**src/hw/rtl/cte_pkg.sv**
```systemverilog
package cte_pkg;

	localparam int MAX_LEN    = 16;
	localparam int VALUE_BITS = 8;
	localparam int IW         = (MAX_LEN > 1) ? $clog2(MAX_LEN) : 1;
	localparam int NW         = $clog2(MAX_LEN + 1);
	localparam int ELEM_W     = 8;
	localparam int POS_W      = 4;
	localparam int MODE_W     = 3;
	localparam int BOUND_W    = 8;
	localparam int LEN_W      = 5;
	localparam int STAT_W     = 2;
	localparam int CFG_IDX_W  = 2;
	localparam int CFG_DATA_W = 8;
	localparam int BRW        = ((VALUE_BITS > BOUND_W) ? VALUE_BITS : BOUND_W) + 1;

	typedef logic [VALUE_BITS-1:0] val_t;
	typedef logic [IW-1:0]         idx_t;
	typedef logic [NW-1:0]         num_t;

	localparam logic [MODE_W-1:0] MODE_INC  = 3'd0;
	localparam logic [MODE_W-1:0] MODE_NOND = 3'd1;
	localparam logic [MODE_W-1:0] MODE_ANY  = 3'd2;
	localparam logic [MODE_W-1:0] MODE_DIST = 3'd3;
	localparam logic [MODE_W-1:0] MODE_PART = 3'd4;

	localparam logic [CFG_IDX_W-1:0] REG_MODE   = 2'd0;
	localparam logic [CFG_IDX_W-1:0] REG_BOUND  = 2'd1;
	localparam logic [CFG_IDX_W-1:0] REG_LENGTH = 2'd2;

	localparam logic [STAT_W-1:0] STAT_ELEM  = 2'd0;
	localparam logic [STAT_W-1:0] STAT_EXH   = 2'd1;
	localparam logic [STAT_W-1:0] STAT_EMPTY = 2'd2;

	typedef enum logic [4:0] {
		CMD_NONE, CMD_RESTART, CMD_INIT_DOWN, CMD_INIT_CNT, CMD_SCAN, CMD_CNT,
		CMD_SPLIT, CMD_PK, CMD_PJ, CMD_SWAP, CMD_FLIP_A, CMD_FLIP_B, CMD_IDX0,
		CMD_EMIT, CMD_OUT_EXH, CMD_OUT_EMPTY, CMD_SET_EXH
	} cmd_t;

	typedef enum logic [3:0] {
		S_IDLE, S_SCAN, S_CNT, S_SPLIT, S_PK, S_PJ, S_SWAP, S_FLIP_A, S_FLIP_B,
		S_EMIT, S_FAIL, S_EXH, S_EMPTY
	} state_t;

	typedef struct packed {
		logic              succ;
		logic              fail;
		logic              idx_last;
		logic              pk_found;
		logic              pk_end;
		logic              pj_hit;
		logic              flip_more;
		logic              out_free;
		logic              exh;
		logic              n_zero;
		logic              restart_bad;
		logic [MODE_W-1:0] mode;
	} dp_status_t;

endpackage

```
**src/hw/rtl/cte_req_if.sv**
```systemverilog
interface cte_req_if import cte_pkg::*; ();
	logic valid;
	logic ready;
	logic restart;

	modport source (output valid, output restart, input ready);
	modport sink (input valid, input restart, output ready);
endinterface

```
**src/hw/rtl/cte_rsp_if.sv**
```systemverilog
interface cte_rsp_if import cte_pkg::*; ();
	logic              valid;
	logic              ready;
	logic [ELEM_W-1:0] element;
	logic [POS_W-1:0]  position;
	logic              last;
	logic [STAT_W-1:0] status;

	modport source (output valid, output element, output position, output last,
		output status, input ready);
	modport sink (input valid, input element, input position, input last,
		input status, output ready);
endinterface

```
**src/hw/rtl/cte_cfg_if.sv**
```systemverilog
interface cte_cfg_if import cte_pkg::*; ();
	logic                  valid;
	logic                  ready;
	logic [CFG_IDX_W-1:0]  index;
	logic [CFG_DATA_W-1:0] data;

	modport source (output valid, output index, output data, input ready);
	modport sink (input valid, input index, input data, output ready);
endinterface

```
**src/hw/rtl/cte_datapath.sv**
```systemverilog
module cte_datapath import cte_pkg::*; (
	input  logic        clk,
	input  logic        arst_n,
	input  cmd_t        cmd,
	output dp_status_t  status,
	cte_rsp_if.source   rsp,
	cte_cfg_if.sink     cfg
);

	logic [MODE_W-1:0]  mode_q;
	logic [BOUND_W-1:0] bound_q;
	logic [LEN_W-1:0]   len_q;
	val_t               tup_q [MAX_LEN];
	num_t               cnt_q [MAX_LEN];
	logic               exh_q;
	idx_t               idx_q;
	idx_t               k_q;
	idx_t               j_q;
	num_t               lo_q;
	num_t               hi_q;
	logic [BRW-1:0]     brun_q;
	val_t               prev_q;
	logic               have_prev_q;
	val_t               tk_q;
	val_t               tj_q;
	val_t               tmp_q;

	logic               out_valid_q;
	logic [ELEM_W-1:0]  out_elem_q;
	logic [POS_W-1:0]   out_pos_q;
	logic               out_last_q;
	logic [STAT_W-1:0]  out_stat_q;

	num_t  n;
	idx_t  rd_addr;
	idx_t  hi_m1;
	val_t  cur;
	val_t  vp1_v;
	int    vp1;
	logic  use_inc;
	logic  any_zero;
	logic  scan_succ;
	logic  vin;
	idx_t  cidx;
	num_t  c;
	logic  split_hit;
	logic  split_succ;
	logic  ramp;
	logic  idx_zero;

	assign n = (int'(len_q) > MAX_LEN) ? NW'(MAX_LEN) : NW'(len_q);
	assign hi_m1 = IW'(hi_q - 1'b1);

	always_comb begin
		case (cmd)
			CMD_FLIP_A: rd_addr = IW'(lo_q);
			CMD_FLIP_B: rd_addr = hi_m1;
			default:    rd_addr = idx_q;
		endcase
	end

	assign cur      = tup_q[rd_addr];
	assign vp1      = int'(cur) + 1;
	assign vp1_v    = VALUE_BITS'(vp1);
	assign idx_zero = (idx_q == '0);
	assign use_inc  = (mode_q == MODE_INC) || (mode_q == MODE_DIST);
	assign any_zero = (mode_q == MODE_ANY) && (bound_q == '0);

	always_comb begin
		if (use_inc) begin
			scan_succ = vp1 < int'(brun_q);
		end else if (mode_q == MODE_ANY) begin
			scan_succ = !any_zero && (vp1 < int'(bound_q));
		end else begin
			scan_succ = vp1 < int'(bound_q);
		end
	end

	assign vin        = int'(cur) < int'(n);
	assign cidx       = IW'(cur);
	assign c          = cnt_q[cidx];
	assign split_hit  = vin && (c != '0);
	assign split_succ = split_hit && (c != NW'(1));
	assign ramp       = (mode_q == MODE_INC) || (mode_q == MODE_DIST);

	always_comb begin
		status = '0;
		status.succ        = (mode_q == MODE_PART) ? split_succ : scan_succ;
		status.fail        = (mode_q == MODE_PART) ? (!split_succ && idx_zero)
		                   : (!scan_succ && (idx_zero || any_zero));
		status.idx_last    = int'(idx_q) == int'(n) - 1;
		status.pk_found    = have_prev_q && (cur < prev_q);
		status.pk_end      = !(have_prev_q && (cur < prev_q)) && idx_zero;
		status.pj_hit      = cur > tk_q;
		status.flip_more   = int'(lo_q) + 1 < int'(hi_q);
		status.out_free    = !out_valid_q || rsp.ready;
		status.exh         = exh_q;
		status.n_zero      = (n == '0);
		status.mode        = mode_q;
		if (ramp) begin
			status.restart_bad = int'(n) > int'(bound_q);
		end else if ((mode_q == MODE_NOND) || (mode_q == MODE_ANY)) begin
			status.restart_bad = (bound_q == '0) && (n != '0);
		end else begin
			status.restart_bad = mode_q > MODE_PART;
		end
	end

	assign cfg.ready = 1'b1;

	always_ff @(posedge clk or negedge arst_n) begin
		if (!arst_n) begin
			mode_q  <= '0;
			bound_q <= '0;
			len_q   <= '0;
		end else if (cfg.valid) begin
			case (cfg.index)
				REG_MODE:   mode_q  <= MODE_W'(cfg.data);
				REG_BOUND:  bound_q <= BOUND_W'(cfg.data);
				REG_LENGTH: len_q   <= LEN_W'(cfg.data);
				default:    ;
			endcase
		end
	end

	always_ff @(posedge clk or negedge arst_n) begin
		if (!arst_n) begin
			for (int j = 0; j < MAX_LEN; j++) begin
				tup_q[j] <= '0;
				cnt_q[j] <= '0;
			end
			exh_q       <= 1'b1;
			idx_q       <= '0;
			k_q         <= '0;
			j_q         <= '0;
			lo_q        <= '0;
			hi_q        <= '0;
			brun_q      <= '0;
			prev_q      <= '0;
			have_prev_q <= 1'b0;
			tk_q        <= '0;
			tj_q        <= '0;
			tmp_q       <= '0;
		end else begin
			case (cmd)
				CMD_RESTART: begin
					for (int j = 0; j < MAX_LEN; j++) begin
						tup_q[j] <= (ramp && (j < int'(n))) ? VALUE_BITS'(j) : '0;
					end
					exh_q <= status.restart_bad;
					idx_q <= '0;
				end
				CMD_INIT_DOWN: begin
					idx_q       <= IW'(n - 1'b1);
					brun_q      <= BRW'(bound_q);
					have_prev_q <= 1'b0;
				end
				CMD_INIT_CNT: begin
					idx_q <= '0;
					for (int j = 0; j < MAX_LEN; j++) begin
						cnt_q[j] <= '0;
					end
				end
				CMD_SCAN: begin
					if (use_inc) begin
						if (scan_succ) begin
							for (int j = 0; j < MAX_LEN; j++) begin
								if ((j >= int'(idx_q)) && (j < int'(n))) begin
									tup_q[j] <= VALUE_BITS'(vp1 + j - int'(idx_q));
								end
							end
						end else begin
							brun_q <= BRW'(cur);
						end
					end else if (mode_q == MODE_ANY) begin
						if (!any_zero) begin
							tup_q[idx_q] <= scan_succ ? vp1_v : '0;
						end
					end else if (scan_succ) begin
						for (int j = 0; j < MAX_LEN; j++) begin
							if ((j >= int'(idx_q)) && (j < int'(n))) begin
								tup_q[j] <= vp1_v;
							end
						end
					end
					if (scan_succ) begin
						idx_q <= '0;
					end else if (!idx_zero) begin
						idx_q <= idx_q - 1'b1;
					end
				end
				CMD_CNT: begin
					if (vin) begin
						cnt_q[cidx] <= c + 1'b1;
					end
					if (status.idx_last) begin
						idx_q <= IW'(n - 1'b1);
					end else begin
						idx_q <= idx_q + 1'b1;
					end
				end
				CMD_SPLIT: begin
					if (split_hit) begin
						cnt_q[cidx] <= c - 1'b1;
					end
					if (split_succ) begin
						for (int j = 0; j < MAX_LEN; j++) begin
							if ((j > int'(idx_q)) && (j < int'(n))) begin
								tup_q[j] <= '0;
							end
						end
						tup_q[idx_q] <= vp1_v;
						idx_q <= '0;
					end else if (!idx_zero) begin
						idx_q <= idx_q - 1'b1;
					end
				end
				CMD_PK: begin
					if (status.pk_found) begin
						k_q   <= idx_q;
						tk_q  <= cur;
						idx_q <= IW'(n - 1'b1);
					end else if (idx_zero) begin
						lo_q <= '0;
						hi_q <= n;
					end else begin
						prev_q      <= cur;
						have_prev_q <= 1'b1;
						idx_q       <= idx_q - 1'b1;
					end
				end
				CMD_PJ: begin
					if (status.pj_hit) begin
						j_q  <= idx_q;
						tj_q <= cur;
					end else begin
						idx_q <= idx_q - 1'b1;
					end
				end
				CMD_SWAP: begin
					tup_q[k_q] <= tj_q;
					tup_q[j_q] <= tk_q;
					lo_q       <= NW'(k_q) + 1'b1;
					hi_q       <= n;
				end
				CMD_FLIP_A: tmp_q <= cur;
				CMD_FLIP_B: begin
					tup_q[IW'(lo_q)] <= cur;
					tup_q[hi_m1]     <= tmp_q;
					lo_q             <= lo_q + 1'b1;
					hi_q             <= hi_q - 1'b1;
				end
				CMD_IDX0: idx_q <= '0;
				CMD_EMIT: begin
					if (!status.idx_last) begin
						idx_q <= idx_q + 1'b1;
					end
				end
				CMD_SET_EXH: exh_q <= 1'b1;
				default: ;
			endcase
		end
	end

	// Output word register.
	always_ff @(posedge clk or negedge arst_n) begin
		if (!arst_n) begin
			out_valid_q <= 1'b0;
		end else if ((cmd == CMD_EMIT) || (cmd == CMD_OUT_EXH) || (cmd == CMD_OUT_EMPTY)) begin
			out_valid_q <= 1'b1;
		end else if (rsp.ready) begin
			out_valid_q <= 1'b0;
		end
	end

	always_ff @(posedge clk) begin
		case (cmd)
			CMD_EMIT: begin
				out_elem_q <= ELEM_W'(cur);
				out_pos_q  <= POS_W'(idx_q);
				out_last_q <= status.idx_last;
				out_stat_q <= STAT_ELEM;
			end
			CMD_OUT_EXH, CMD_OUT_EMPTY: begin
				out_elem_q <= '0;
				out_pos_q  <= '0;
				out_last_q <= 1'b1;
				out_stat_q <= (cmd == CMD_OUT_EXH) ? STAT_EXH : STAT_EMPTY;
			end
			default: ;
		endcase
	end

	assign rsp.valid    = out_valid_q;
	assign rsp.element  = out_elem_q;
	assign rsp.position = out_pos_q;
	assign rsp.last     = out_last_q;
	assign rsp.status   = out_stat_q;

endmodule

```
**src/hw/rtl/cte_ctrl.sv**
```systemverilog
module cte_ctrl import cte_pkg::*; (
	input  logic       clk,
	input  logic       arst_n,
	input  dp_status_t status,
	output cmd_t       cmd,
	cte_req_if.sink    req
);

	state_t state_q;
	state_t state_d;
	logic   found_q;

	assign req.ready = (state_q == S_IDLE);

	always_ff @(posedge clk or negedge arst_n) begin
		if (!arst_n) begin
			state_q <= S_IDLE;
			found_q <= 1'b0;
		end else begin
			state_q <= state_d;
			if (cmd == CMD_SWAP) begin
				found_q <= 1'b1;
			end else if ((cmd == CMD_PK) && status.pk_end) begin
				found_q <= 1'b0;
			end
		end
	end

	always_comb begin
		state_d = state_q;
		case (state_q)
			S_IDLE: begin
				if (req.valid) begin
					if (req.restart) begin
						if (status.restart_bad) begin
							state_d = S_EXH;
						end else if (status.n_zero) begin
							state_d = S_EMPTY;
						end else begin
							state_d = S_EMIT;
						end
					end else if (status.exh) begin
						state_d = S_EXH;
					end else if (status.n_zero || (status.mode > MODE_PART)) begin
						state_d = S_FAIL;
					end else if (status.mode == MODE_DIST) begin
						state_d = S_PK;
					end else if (status.mode == MODE_PART) begin
						state_d = S_CNT;
					end else begin
						state_d = S_SCAN;
					end
				end
			end
			S_SCAN, S_SPLIT: begin
				if (status.succ) begin
					state_d = S_EMIT;
				end else if (status.fail) begin
					state_d = S_FAIL;
				end
			end
			S_CNT: if (status.idx_last) state_d = S_SPLIT;
			S_PK: begin
				if (status.pk_found) begin
					state_d = S_PJ;
				end else if (status.pk_end) begin
					state_d = S_FLIP_A;
				end
			end
			S_PJ: if (status.pj_hit) state_d = S_SWAP;
			S_SWAP: state_d = S_FLIP_A;
			S_FLIP_A: begin
				if (status.flip_more) begin
					state_d = S_FLIP_B;
				end else if (found_q) begin
					state_d = S_EMIT;
				end else begin
					state_d = S_SCAN;
				end
			end
			S_FLIP_B: state_d = S_FLIP_A;
			S_EMIT: if (status.out_free && status.idx_last) state_d = S_IDLE;
			S_FAIL: state_d = S_EXH;
			S_EXH, S_EMPTY: if (status.out_free) state_d = S_IDLE;
			default: state_d = S_IDLE;
		endcase
	end

	always_comb begin
		cmd = CMD_NONE;
		case (state_q)
			S_IDLE: begin
				if (req.valid) begin
					if (req.restart) begin
						cmd = CMD_RESTART;
					end else if (status.exh || status.n_zero || (status.mode > MODE_PART)) begin
						cmd = CMD_NONE;
					end else if (status.mode == MODE_PART) begin
						cmd = CMD_INIT_CNT;
					end else begin
						cmd = CMD_INIT_DOWN;
					end
				end
			end
			S_SCAN:   cmd = CMD_SCAN;
			S_SPLIT:  cmd = CMD_SPLIT;
			S_CNT:    cmd = CMD_CNT;
			S_PK:     cmd = CMD_PK;
			S_PJ:     cmd = CMD_PJ;
			S_SWAP:   cmd = CMD_SWAP;
			S_FLIP_A: begin
				if (status.flip_more) begin
					cmd = CMD_FLIP_A;
				end else if (found_q) begin
					cmd = CMD_IDX0;
				end else begin
					cmd = CMD_INIT_DOWN;
				end
			end
			S_FLIP_B: cmd = CMD_FLIP_B;
			S_EMIT:   if (status.out_free) cmd = CMD_EMIT;
			S_FAIL:   cmd = CMD_SET_EXH;
			S_EXH:    if (status.out_free) cmd = CMD_OUT_EXH;
			S_EMPTY:  if (status.out_free) cmd = CMD_OUT_EMPTY;
			default:  cmd = CMD_NONE;
		endcase
	end

endmodule

```
**src/hw/rtl/combinatorial_tuple_enumerator.sv**
```systemverilog
// Channel  Role    Payload                                  Handshake
// req      sink    restart                                  valid/ready
// rsp      source  element, position, last, status          valid/ready
// cfg      sink    index (0 mode, 1 bound, 2 length), data  valid/ready, always ready
//
// One request word is taken at a time; ready is high only while the controller is idle.
// An advance walks the tuple one element per cycle, and partition mode first counts
// the values in a pass of its own. Distinct mode searches for the pivot and its swap
// partner, swaps, reverses the tail a pair at a time, and on wrap goes on to the
// increasing scan. One response word then leaves per cycle while the response port
// accepts it. A stalled response port holds the emitter in place.
// Reset clears the tuple and marks the enumeration exhausted until a restart.
module combinatorial_tuple_enumerator import cte_pkg::*; (
	input logic       clk,
	input logic       arst_n,
	cte_req_if.sink   req,
	cte_rsp_if.source rsp,
	cte_cfg_if.sink   cfg
);

	// Commands flow from the controller to the datapath; status comes back.
	cmd_t       cmd;
	dp_status_t status;

	cte_ctrl u_ctrl (
		.clk    (clk),
		.arst_n (arst_n),
		.status (status),
		.cmd    (cmd),
		.req    (req)
	);

	// The datapath holds the tuple, the scratch counts, the configuration and
	// the output word register.
	cte_datapath u_dp (
		.clk    (clk),
		.arst_n (arst_n),
		.cmd    (cmd),
		.status (status),
		.rsp    (rsp),
		.cfg    (cfg)
	);

endmodule

```
**src/flat_wrapper.sv**
```systemverilog
// flat-port wrapper written by rule: the top's interface ports become plain ports
module combinatorial_tuple_enumerator_flat import cte_pkg::*;
  (clk, arst_n, req_valid, req_restart, req_ready, rsp_valid, rsp_element, rsp_position, rsp_last, rsp_status, rsp_ready, cfg_valid, cfg_index, cfg_data, cfg_ready);
  cte_req_if req_i ();
  cte_rsp_if rsp_i ();
  cte_cfg_if cfg_i ();
  input logic clk;
  input logic arst_n;
  input wire logic [$bits(req_i.valid)-1:0] req_valid;
  input wire logic [$bits(req_i.restart)-1:0] req_restart;
  output wire logic [$bits(req_i.ready)-1:0] req_ready;
  output wire logic [$bits(rsp_i.valid)-1:0] rsp_valid;
  output wire logic [$bits(rsp_i.element)-1:0] rsp_element;
  output wire logic [$bits(rsp_i.position)-1:0] rsp_position;
  output wire logic [$bits(rsp_i.last)-1:0] rsp_last;
  output wire logic [$bits(rsp_i.status)-1:0] rsp_status;
  input wire logic [$bits(rsp_i.ready)-1:0] rsp_ready;
  input wire logic [$bits(cfg_i.valid)-1:0] cfg_valid;
  input wire logic [$bits(cfg_i.index)-1:0] cfg_index;
  input wire logic [$bits(cfg_i.data)-1:0] cfg_data;
  output wire logic [$bits(cfg_i.ready)-1:0] cfg_ready;
  assign req_i.valid = req_valid;
  assign req_i.restart = req_restart;
  assign req_ready = req_i.ready;
  assign rsp_valid = rsp_i.valid;
  assign rsp_element = rsp_i.element;
  assign rsp_position = rsp_i.position;
  assign rsp_last = rsp_i.last;
  assign rsp_status = rsp_i.status;
  assign rsp_i.ready = rsp_ready;
  assign cfg_i.valid = cfg_valid;
  assign cfg_i.index = cfg_index;
  assign cfg_i.data = cfg_data;
  assign cfg_ready = cfg_i.ready;
  combinatorial_tuple_enumerator u_core (.clk(clk), .arst_n(arst_n), .req(req_i), .rsp(rsp_i), .cfg(cfg_i));
endmodule
```
**config.mk**
```make
export PLATFORM = sky130hd
export DESIGN_NAME = combinatorial_tuple_enumerator_flat
export DESIGN_NICKNAME = d
export VERILOG_FILES = /design/src/hw/rtl/cte_pkg.sv /design/src/hw/rtl/cte_req_if.sv /design/src/hw/rtl/cte_rsp_if.sv /design/src/hw/rtl/cte_cfg_if.sv /design/src/hw/rtl/cte_datapath.sv /design/src/hw/rtl/cte_ctrl.sv /design/src/hw/rtl/combinatorial_tuple_enumerator.sv /design/src/flat_wrapper.sv
export SDC_FILE = /design/constraint.sdc
export NUM_CORES = 2
export LEC_CHECK = 0
export ABC_CLOCK_PERIOD_IN_PS = 11600
export BUFFER_PORTS_ARGS = -buffer_cell sky130_fd_sc_hd__clkbuf_2
export CAP_MARGIN = 20
export CELL_PAD_IN_SITES_DETAIL_PLACEMENT = 1
export CELL_PAD_IN_SITES_GLOBAL_PLACEMENT = 2
export CORE_UTILIZATION = 30
export DETAILED_ROUTE_END_ITERATION = 12
export PLACE_DENSITY = 0.65
export SLEW_MARGIN = 20
export SYNTH_ARGS = -nofsm -noshare
export SYNTH_HDL_FRONTEND = slang
export SYNTH_SLANG_ARGS = --single-unit
```
**constraint.sdc**
```tcl
create_clock -name clk -period 11.6 [get_ports clk]
set_clock_uncertainty 0.05 [all_clocks]
set_input_delay 2.32 -clock clk [delete_from_list [all_inputs] [get_ports clk]]
set_output_delay 2.32 -clock clk [all_outputs]
set_load 0.03 [all_outputs]
```
==> flow_summary.ini <==
[floorplanning]
die_h_um = 332
die_x_um = 332
rows = 120
core_mm2 = 0.108
io_pins = 34
die-area_mm2 = 0.110
start_util_pct = 30.4

[critical_path]
reg2reg_from = u_core.u_dp.len_q[4]
setup.worst_path.class = input pin to register
path_delay_family = compound AO/OA/AOI/OAI gates
path_buf_inv = 4
crit_top_cell = o21ai_0
cp_max_fo = 24
worstSetupStartpointType = input pin
crit_arrival_ns = 10.54
reg2reg_depth = 27
rr_endpoint = u_core.u_dp.tup_q[30]
cp_slowest_cell = o32a_2
regToRegSetupSlack_ns = 1.78
required_ns = 12.11
end_kind = register
critPathMaxStageDelay_ns = 0.75

[finish]
regMostFlops = u_core.u_dp.tup_q
final_cell_mix = a21oi_1, nand2_1, o21ai_0
top_regs = u_core.u_dp.tup_q: 128 flops, u_core.u_dp.cnt_q: 80 flops
nNetsFinal = 4274
drive_above_1_share_pct = 12.5
fill_cells = 12989
final_common_cell = a21oi_1
largest_register_ff_count = 128
area_growth_pct = 10.2

[global_route]
antenna_found_initial = 22
grt_pass1_vias = 37133
grt_overflow_total = 0
grt_pass1_wl_mm = 310
grt_max_degree = 71
grt_usage_pct = 39.4

[yosys]
ys_seq_area_share_pct = 23.9
yosys.area.top_type = dfrtp_1
synth_area_per_cell_um2 = 7.53
synthDistinctLibCells = 113
ys_warn_count = 0
async_flop_share_pct = 95.1
synth_nets = 4467
synth_top_area_share_pct = 22.4
ys_top_cells_by_area = dfrtp_1, a21oi_1, o21ai_0
syn_inst = 4341
synth-seq-cells = 309
syn_area_mm2 = 0.0327
synth_edf_count = 15
synthFlopType = dfrtp_1

[route]
drt_iter0_markers = 4876
drc = 0
post_drt_wl_per_cell_um = 40.1
wl_mm = 224
viasPerCell = 6.95
firstDrtPassIters = 8
postRouteAntennaNets = 0
vias = 38887

[timing]
fin_hold_ws_ns = 0.434
rsz0062_at_grt = false
tns_ns = 0
finalCritPeriodShare_pct = 86.5
setup_violations = 0
finalMaxSlewViolations = 0
layout_min_cycle_time_ns = 10.03
hold_viol = 0
fmax_mhz = 99.7
worst_slew_pin_slew_ns = 1.34
slew-limit-headroom_pct = 10.4
fin_ws_ns = 1.57

[cts]
h-tree-depth = 2
cts_hold_buf = 0
postCtsResizedCells = 0
cts_setup_buffers = 0
cts.sinks = 309
tritoncts = yes
clockBufferDepth = 3
root_buffer = clkbuf_16
clk_latency_ns = 0.68
cts_made_buffers = 47
cts.clk_slew.worst_paths_ns = 0.06

[min_path]
holdPathStages = 1
min_path_type = register to register
hp-start = u_core.u_dp.brun_q[3]
min_to = u_core.u_dp.brun_q[3]

[placed_design]
dp_hpwl_mm = 150
place_congestion = 1.04
place_ws_ns = 1.20
port_buffers = 32

[flow_run]
maxCapViolations = 0

[status]
status = finished clean
[through the flow]
stage / utilization [%] / cells / instance area [µm²]
after floorplan: - / 4341 / 32700
after CTS: 33.5 / 5589 / 36000
after global routing: 33.5 / 5589 / 36000
after detailed placement: 31.9 / 5502 / 34300
after global placement: 31.9 / 5502 / 34300
final: 33.5 / 5598 / 36000
[worst max-delay path by stage]
stage               startpoint  slack (ns)                    end  cells after the start
floorplan            rsp_ready        2.47  u_core.u_dp.tup_q[10]                     37
global placement     rsp_ready        1.20  u_core.u_dp.tup_q[29]                     27
detailed placement   rsp_ready        1.20  u_core.u_dp.tup_q[29]                     27
CTS                  rsp_ready        1.91  u_core.u_dp.tup_q[29]                     27
global route         rsp_ready        1.36  u_core.u_dp.tup_q[36]                     26
finish               rsp_ready        1.57  u_core.u_dp.tup_q[30]                     25
[metal layers]
metal	wire (µm)	share of wire (%)	global-route usage (%)	vias up
met2	90400	40	55.9	2599
met5	90	0.040	0	-
met3	24600	11	11.0	756
met1	91900	41	51.9	19749
met4	17300	7.7	26.0	14
li1	-	-	-	15769
[Yosys cell counts, types with 27 or more instances]
| master | n |
|---|---|
| nand2_1 | 475 |
| xor2_1 | 48 |
| xnor2_1 | 47 |
| ha_1 | 98 |
| nor2_1 | 401 |
| and3_1 | 66 |
| a21oi_1 | 514 |
| a31oi_1 | 53 |
| o32a_1 | 27 |
| a221oi_1 | 48 |
| o22ai_1 | 69 |
| nand3_1 | 63 |
| mux2i_1 | 157 |
| o21ai_0 | 442 |
| a221o_1 | 30 |
| o211ai_1 | 63 |
| mux2_4 | 31 |
| dfrtp_1 | 293 |
| buf_1 | 36 |
| a211oi_1 | 157 |
| clkbuf_1 | 335 |
| o221ai_1 | 85 |
| a22oi_1 | 49 |
| a21o_1 | 29 |
| nor3_1 | 49 |
| o31ai_1 | 33 |
| inv_1 | 91 |
| buf_2 | 34 |
| mux2_2 | 62 |
[logic make-up (layout without fill, tap and decap cells)]
| group | after synthesis | after routing | share of synthesized area (%) |
|---|---|---|---|
| compound gates | 1811 | 1811 | 36.1 |
| simple gates | 1197 | 1197 | 16.2 |
| buf+inv | 533 | 378 | 6.75 |
| flops | 309 | 309 | 23.9 |
| mux | 281 | 281 | 9.81 |
| fa+ha+maj | 110 | 110 | 4.49 |
| xor+xnor | 99 | 99 | 2.78 |
| other cells | 1 | 10 | 0.0115 |
[area by class of cell]
| class | instances | area [µm²] | share of cell area, % |
|---|---|---|---|
| flip-flops and latches | 309 | 7830 | 21.7 |
| clock inverters | 23 | 337 | 0.935 |
| repair buffers | 187 | 1360 | 3.77 |
| diodes | 9 | 22.5 | 0.0625 |
| multi-input cells | 3499 | 22900 | 63.7 |
| well taps | 1403 | 1760 | 4.87 |
| inverters | 104 | 395 | 1.10 |
| clock buffers | 64 | 1370 | 3.80 |
Power is left out: the tool's default activity adds up to more than one toggle a clock period on the data nets, which glitch-free logic cannot reach.
